`src/rtl/gfpd_pkg.sv`:
```
// Package: shared types, constants and the exp table builder for the falloff pipeline.
`default_nettype none
package gfpd_pkg;

	// Default interpolation table size, as log2 of the number of intervals
	localparam int EXP_TABLE_BITS_DEF = 8;

	// Configuration register indices
	typedef enum logic [2:0] {
		REG_NORMAL_X = 3'd0,
		REG_NORMAL_Y = 3'd1,
		REG_NORMAL_Z = 3'd2,
		REG_PICK_X   = 3'd3,
		REG_PICK_Y   = 3'd4,
		REG_PICK_Z   = 3'd5,
		REG_PUSH     = 3'd6,
		REG_SIGMA    = 3'd7
	} reg_idx_t;

	// Register reset values
	localparam logic [15:0] NORMAL_Z_RST = 16'd16384;
	localparam logic [15:0] SIGMA_RST    = 16'd7680;

	// One vertex, Q16.16
	typedef struct packed {
		logic signed [31:0] x;
		logic signed [31:0] y;
		logic signed [31:0] z;
	} point_t;

	// Configuration register file
	typedef struct packed {
		logic signed [15:0] normal_x;
		logic signed [15:0] normal_y;
		logic signed [15:0] normal_z;
		logic signed [31:0] pick_x;
		logic signed [31:0] pick_y;
		logic signed [31:0] pick_z;
		logic signed [31:0] push_amount;
		logic        [15:0] sigma;
	} cfg_t;

	// Shift-and-subtract division, for elaboration-time table building only
	function automatic logic [63:0] udiv64(logic [63:0] n, logic [63:0] d);
		logic [63:0] r;
		logic [63:0] q;
		r = '0;
		q = '0;
		for (int i = 63; i >= 0; i--) begin
			r = {r[62:0], n[i]};
			if (r >= d) begin
				r = r - d;
				q[i] = 1'b1;
			end
		end
		return q;
	endfunction

	// Table entry k: exp(-k*h) in Q1.16, h = 2^(4-bits), from a Taylor series base
	function automatic logic [16:0] exp_entry(int bits, int k);
		logic [63:0]        term;
		logic signed [63:0] base;
		logic [63:0]        e;
		term = 64'd1 << 30;
		base = 64'sd1 <<< 30;
		for (int j = 1; j <= 20; j++) begin
			term = udiv64(term >> (bits - 4), 64'(j));
			if (j % 2 == 1) begin
				base = base - $signed(term);
			end else begin
				base = base + $signed(term);
			end
		end
		if (base < 0) begin
			base = '0;
		end
		e = 64'd1 << 30;
		for (int j = 0; j < k; j++) begin
			e = (e * 64'(base) + (64'd1 << 29)) >> 30;
		end
		return 17'((e + 64'd8192) >> 14);
	endfunction

endpackage
`default_nettype wire

```
`src/rtl/gfpd_div.sv`:
```
// Pipelined restoring divider: exp argument d2 / (2 sigma^2), one quotient bit per stage.
`default_nettype none
module gfpd_div (
	input  wire logic             clk,
	input  wire logic             arst_n,
	input  wire logic [32:0]      den,
	input  wire logic             in_valid,
	output logic                  in_ready,
	input  wire gfpd_pkg::point_t in_pt,
	input  wire logic [57:0]      in_d2,
	input  wire logic             in_far,
	output logic                  out_valid,
	input  wire logic             out_ready,
	output gfpd_pkg::point_t      out_pt,
	output logic [19:0]           out_x,
	output logic                  out_zero
);

	localparam int QB = 20;
	localparam int NS = QB + 1;
	localparam int RW = 53;

	logic [NS-1:0] vld_q;
	logic [NS-1:0] vin;
	logic [NS:0]   adv;
	logic [NS-1:0] ld;

	// Stall chain: a stage loads when empty or when the next one moves
	assign adv[NS] = out_ready;
	for (genvar k = 0; k < NS; k++) begin : g_adv
		assign adv[k] = !vld_q[k] || adv[k+1];
	end
	assign vin       = {vld_q[NS-2:0], in_valid};
	assign ld        = adv[NS-1:0] & vin;
	assign in_ready  = adv[0];
	assign out_valid = vld_q[NS-1];

	always_ff @(posedge clk or negedge arst_n) begin
		if (!arst_n) begin
			vld_q <= '0;
		end else begin
			for (int k = 0; k < NS; k++) begin
				if (adv[k]) vld_q[k] <= vin[k];
			end
		end
	end

	gfpd_pkg::point_t pt_s   [NS];
	logic [RW-1:0]    rem_s  [NS];
	logic [QB-1:0]    quo_s  [NS];
	logic             zero_s [NS];

	// Range check: quotient of 16.0 or more, a far vertex or zero sigma gives weight 0
	always_ff @(posedge clk) begin
		if (ld[0]) begin
			pt_s[0]   <= in_pt;
			zero_s[0] <= in_far || (den == '0) || (in_d2 >= {5'd0, den, 20'd0});
			rem_s[0]  <= in_d2[RW-1:0];
			quo_s[0]  <= '0;
		end
	end

	// One quotient bit per stage, most significant first
	for (genvar k = 1; k < NS; k++) begin : g_bit
		logic [RW-1:0] sub;
		logic          take;
		assign sub  = RW'(den) << (QB - k);
		assign take = rem_s[k-1] >= sub;
		always_ff @(posedge clk) begin
			if (ld[k]) begin
				pt_s[k]   <= pt_s[k-1];
				zero_s[k] <= zero_s[k-1];
				rem_s[k]  <= take ? (rem_s[k-1] - sub) : rem_s[k-1];
				quo_s[k]  <= {quo_s[k-1][QB-2:0], take};
			end
		end
	end

	assign out_pt   = pt_s[NS-1];
	assign out_x    = quo_s[NS-1];
	assign out_zero = zero_s[NS-1];

endmodule
`default_nettype wire

```
`config.mk`:
```
export PLATFORM = sky130hd
export DESIGN_NAME = gfpd_div
export DESIGN_NICKNAME = d
export VERILOG_FILES = /design/src/rtl/gfpd_pkg.sv /design/src/rtl/gfpd_div.sv
export SDC_FILE = /design/constraint.sdc
export NUM_CORES = 2
export LEC_CHECK = 0
export ABC_CLOCK_PERIOD_IN_PS = 31200
export BUFFER_PORTS_ARGS = -buffer_cell sky130_fd_sc_hd__buf_2
export CAP_MARGIN = 25
export CELL_PAD_IN_SITES_DETAIL_PLACEMENT = 0
export CELL_PAD_IN_SITES_GLOBAL_PLACEMENT = 2
export CORE_MARGIN = 2
export CORE_UTILIZATION = 37
export DETAILED_ROUTE_END_ITERATION = 10
export GPL_TIMING_DRIVEN = 0
export PLACE_DENSITY_LB_ADDON = 0.1
export SYNTH_ARGS = -nofsm -noshare
export SYNTH_HDL_FRONTEND = slang
export SYNTH_SLANG_ARGS = --single-unit
```
`constraint.sdc`:
```
create_clock -name clk -period 31.2 [get_ports clk]
set_input_delay 4.68 -clock clk [delete_from_list [all_inputs] [get_ports clk]]
set_output_delay 4.68 -clock clk [all_outputs]
set_load 0.1 [all_outputs]
```
### After elaboration in Yosys (flattened, before gate mapping)

Memory sizes are Yosys's and may differ from the RTL's.
Index checks and enable logic that the tools add are counted.

| word-level totals | value |
|---|---|
| register bits | 21 |
| output and inout bits | 119 |
| word-level logic and storage cells | 174 |
| input bits | 192 |
| RAM bits | 3570 |
| memories kept | 4 |

Memory list:

| name | words | width | rd ports | clocked after memory_dff | write ports | line | RTL |
|---|---|---|---|---|---|---|---|
| pt_s | 21 | 96 | 21 | 0 | 21 | gfpd_div.sv:48 | `gfpd_pkg::point_t pt_s [NS];` |
| rem_s | 21 | 53 | 20 | 0 | 21 | gfpd_div.sv:49 | `logic [RW-1:0] rem_s [NS];` |
| quo_s | 21 | 20 | 21 | 0 | 21 | gfpd_div.sv:50 | `logic [QB-1:0] quo_s [NS];` |
| zero_s | 21 | 1 | 21 | 0 | 21 | gfpd_div.sv:51 | `logic zero_s [NS];` |

| operators by class | value |
|---|---|
| add/subtract/negate cells | 20 |
| mux-type cells | 62 |
| bitwise gates (word level) | 1 |
| reduce and logical (&&, ||, !) cells | 45 |
| $lt $le $gt $ge | 21 |

Operator list:

| kind | number |
|---|---|
| 53-bit 2-to-1 mux | 20 |
| 58-bit by 53-bit >= comparator with 1-bit output | 1 |
| 53-bit by 33-bit >= comparator with 1-bit output | 1 |
| 53-bit by 34-bit >= comparator with 1-bit output | 1 |
| 53-bit by 35-bit >= comparator with 1-bit output | 1 |
| 53-bit by 36-bit >= comparator with 1-bit output | 1 |
| 53-bit by 37-bit >= comparator with 1-bit output | 1 |
| 53-bit by 38-bit >= comparator with 1-bit output | 1 |
| 53-bit by 39-bit >= comparator with 1-bit output | 1 |
| 53-bit by 40-bit >= comparator with 1-bit output | 1 |
| 53-bit by 41-bit >= comparator with 1-bit output | 1 |
| 53-bit by 42-bit >= comparator with 1-bit output | 1 |
| 53-bit by 43-bit >= comparator with 1-bit output | 1 |
| 53-bit by 44-bit >= comparator with 1-bit output | 1 |
| 53-bit by 45-bit >= comparator with 1-bit output | 1 |
| 53-bit by 46-bit >= comparator with 1-bit output | 1 |
| 53-bit by 47-bit >= comparator with 1-bit output | 1 |
| 53-bit by 48-bit >= comparator with 1-bit output | 1 |
| 53-bit by 49-bit >= comparator with 1-bit output | 1 |
| 53-bit by 50-bit >= comparator with 1-bit output | 1 |
| 53-bit by 51-bit >= comparator with 1-bit output | 1 |
| 53-bit by 52-bit >= comparator with 1-bit output | 1 |
| 53-bit by 33-bit subtractor with 53-bit output | 1 |
| 53-bit by 34-bit subtractor with 53-bit output | 1 |
| 23 further kinds | 106 |

### Longest topological paths before layout

| depth | value |
|---|---|
| word-level depth | 25 |
| mapped depth | 17 |
| mapped depth without buffers | 16 |

### Worst setup path after synthesis

OpenSTA, ideal clock, no wires.

| timing path | value |
|---|---|
| path kind | input-to-reg |
| start point | in out_ready |
| end point | mem pt_s[1][192] in the netlist's numbering, enable pin |
| buffers on the path | 0 |
| data arrival time | 16864 ps |
| library setup time | 911 ps |
| stages | 7 |
| required time | 30289 ps |
| setup slack | 13425 ps |
| cells stage by stage | nor2b_1 > and3_1 > and3_1 > nand3_1 > nor3_1 > and3_1 > a21boi_0 |

RTL lines:

| what | line | RTL |
|---|---|---|
| from (decl) | gfpd_div.sv:13 | `input wire logic out_ready,` |
| to (decl) | gfpd_div.sv:48 |  |

### Worst setup path after layout

| timing path | value |
|---|---|
| start point | in out_ready |
| end point | out in_ready |

| on the way | value |
|---|---|
| longest elaborated chain between the ends | 21 |

Ends and longest elaborated chain:

| what | line | RTL |
|---|---|---|
| 1-bit logical OR (21 in series) | gfpd_div.sv:31 | `assign adv[k] = !vld_q[k] \|\| adv[k+1];` |
| to (decl) | gfpd_div.sv:8 | `output logic in_ready,` |

Every way passes these cells.

==> results.yml <==
run_status:
  status: "completed"
synth:
  yosys-top-cells-area: "edfxtp_1 69%, ha_1 6.0%, a21oi_1 2.8%"
  synth_fp_nets: 10971
  synth_seq_cells: 3328
  synthCells: 10067
  synth_top_area_cell: "edfxtp_1"
  ys_seq_area_frac: 0.691
  synth.distinct_cells: 105
  synth.avg_cell_area_sq_um: 14.3
  synth_top_area_share: 0.687
  ys_warn_count: 0
  synth-main-ff-cell: "edfxtp_1"
  synth_top_family_by_area: "compound AO/OA/AOI/OAI gates"
  async_reset_ff_frac: 0.00631
  synth_simple_gate_area_frac: 0.0800
  synth_fa_ha_area_frac: 0.0627
  synth-edff-count: 3307
  synth-xor-area-share: 0.0430
  synth-compound-area-share: 0.101
  synth.area.mux_share: 0.00998
  synth_area_sq_um: 144000
route:
  drc: 0
  drtIter0Drc: 6779
  vias: 85309
  viasPerCell: 5.20
  antenna_left: 0
  drt_first_pass_iters: 6
  routedWlPerCell_um: 24.6
  postRouteWirelength_mm: 403
worst_hold_path:
  hold_depth: 0
  hold_class: "flop to flop"
  min-delay-start: "quo_s[2][63]$_DFFE_PP_"
  whs_endpoint: "quo_s[3][4]$_DFFE_PP_"
power:
  clockPowerShare: 0.266
  p_per_area_nw_per_um2: 94.6
  switchingPower_uw: 5420
  comb_power_share: 0.310
  p_int_uw: 10400
  p_leak_uw: 0.0607
  p_sw_frac: 0.342
  p_seq_frac: 0.424
  ir_worst_vdd_mv: 0.0539
cts:
  cts_hold_buf: 0
  cts_max_path_buffers: 4
  cts.sinks: 3328
  cts_root_buffer: "clkbuf_16"
  cts_tree: "yes"
  ctsHtreeMaxLevel: 5
  cts_setup_buffers: 0
  cts_resized: 0
  cts-buffers-inserted: 362
  clkTransAtPathRegs_ns: 0.06
  clkLatencyLatePin_ns: 0.96
sta:
  fin_hold_ws_ns: 0.376
  period_minus_slack_ns: 13.22
  finalCritPeriodShare: 0.424
  hold_viol_final: 0
  skew_ns: 0.0835
  relSlewSlack: 0.290
  rsz0062_at_grt: "no"
  drv_slew: 0
  setup_tns_ns: 0
  max_freq_ghz: 0.0756
  worst_slew_pin_slew_ns: 1.06
  finalSetupViolCount: 0
final_layout:
  fin_nets: 11789
  fillerInstances: 35044
  synthToLayoutAreaGrowth_pct: 16.1
  drive_gt1_frac: 0.114
  final_util: 0.431
  stdcell_count: 16392
  finalInstanceArea_sq_um: 168000
place:
  dp_cells: 15717
  port_buffers: 310
  dpl_cell_area_sq_um: 156000
  routabilityCongestion: 0.864
  hpwl_mm: 292
floorplanning:
  die_width_um: 629
  dieHeight_um: 629
  fp-row-count: 229
  core_area_sq_um: 389000
  dieArea_sq_um: 395000
  start_util: 0.372
  ioPinCount: 311
setup_path:
  r2r-start: "vld_q[20]$_DFFE_PN0P_"
  timing.critical_path.buf_inv: 3
  cp_data_required_time_ns: 26.52
  slowest_delay_ns: 0.65
  critPathLaunchType: "input pin"
  cp_max_fo: 5
  reg2reg_depth: 13
  end_kind: "output port"
  arrival_ns: 8.54
  cp_top_family: "simple AND/OR/NAND/NOR gates"
  crit_type: "input pin to output port"
  reg2reg_slack_ns: 25.95
  r2r-end: "pt_s[0][48]$_DFFE_PP_"
  cpMostUsedCell: "nand3_1"
  crit_chain: "buf_2 > nor2b_1 > and3_1 > and3_1 > nand3_1 > nor3_1 > nand2_1 > nor2_1 > nand3_1 > inv_1 > nand3_1 > buf_2"
  slowest_stage: "nor2_1"
job:
  maxCapViolations: 0
grt:
  grt_pass1_vias: 85404
  grt_overflow: 0
  antenna_found_initial: 35
  track_usage: 0.199
  grt_pass1_wl_mm: 582
  grt_max_degree: 62
-- registers in the layout, summed over array words and instances (netlist names) --
register / count
vld_q: 21
zero_s: 21
pt_s: 2016
rem_s: 1060
quo_s: 210
-- placed cells by master (no fill, tap or decap), types with 84 or more instances in the layout --
master     count
xor2_1       327
nor2_1       600
nor2b_1       84
nand2_1      702
clkbuf_16    365
inv_1        196
nand4_1      142
nand3_1      150
ha_1         693
xnor2_1      383
nor4_1       106
o21a_1        91
a21oi_1      807
a21o_1       330
clkbuf_1     248
edfxtp_1    3307
buf_2        345
mux2_2       119
o21ai_0      565
nor3_1       129
nand2b_1     133
-- cells by family (layout without fill, tap and decap cells) --
| logic type | Yosys count | after routing |
|---|---|---|
| flip-flops | 3328 | 3328 |
| AND/OR/NAND/NOR | 2367 | 2367 |
| AO/OA/AOI/OAI | 2364 | 2364 |
| adder cells (fa/ha/maj) | 712 | 712 |
| XOR/XNOR | 710 | 710 |
| buffers and inverters | 457 | 1577 |
| multiplexers | 129 | 129 |
| other | 0 | 8 |
-- worst reg2reg max path: stages, from the launching register on --
cell,delay (ns)
dfrtp_1,0.33
nor2b_1,0.38
and3_1,0.33
and3_1,0.37
nand3_1,0.19
nor3_1,0.64
nand2_1,0.18
nor2_1,0.65
nand3_1,0.24
inv_1,0.11
nand3_1,0.29
and2_4,0.50
buf_16,0.31
buf_16,0.36
-- synth_stat cells (all sizes together) (48+ instances only) --
library cell / n
ha: 693
a211oi: 55
buf: 48
nor2b: 90
a21o: 330
o31ai: 49
nand2b: 133
nand3: 150
a21oi: 810
nor3: 133
nor4: 112
a31oi: 62
clkbuf: 177
mux2: 120
edfxtp: 3307
xor2: 327
o21a: 91
o21bai: 79
nand4: 143
nand2: 702
xnor2: 383
o21ai: 589
and3: 66
nor2: 600
inv: 232
-- final cells by class --
type                       instances  area (sq um)  area share
sequential                      3328         99800       0.595
clock buffer                     442          9480      0.0565
inverter                         232           928     0.00553
multi-input combinational       6282         43000       0.256
clock inverter                   224          2290      0.0137
tap                             5197          6500      0.0388
timing repair buffer             454          4820      0.0287
antenna                            8          20.0    0.000119
buffer                           225           910     0.00542
-- power by group through the flow --
stage / combinational, uW / sequential [uW] / clock, uW
final: 4920 / 6730 / 4220
after floorplan: 3250 / 6840 / 0
after global placement: 4820 / 7020 / 0
after detailed placement: 4910 / 6830 / 0
after global routing: 5430 / 6810 / 4530
after CTS: 4950 / 6750 / 4360
-- how the worst max path moves through the flow --
stage / startpoint / to / slack [ns] / cells past startpoint
global route: out_ready / in_ready / 17.70 / 12
floorplan: out_ready / pt_s[1][192]$_DFFE_PP_ / 13.43 / 7
detailed placement: out_ready / in_ready / 17.94 / 12
CTS: out_ready / in_ready / 17.93 / 12
global placement: out_ready / pt_s[1][237]$_DFFE_PP_ / 1.83 / 8
finish: out_ready / in_ready / 17.98 / 12
-- metal layers --
layer | vias up | GRT usage | routed length (um)
li1 | 40380 | - | -
met1 | 42425 | 0.267 | 178000
met2 | 1969 | 0.340 | 196000
met3 | 535 | 0.0258 | 17800
met4 | 0 | 0.0514 | 10700
met5 | - | 0 | 0
-- metrics by stage --
step	total power, uW	setup slack (ns)
after CTS	16100	17.93
final	15900	17.98
after floorplan	10100	13.43
after global routing	16800	17.70
after detailed placement	11700	17.94
after global placement	11800	1.83
Power figures use the tool's default switching activity.
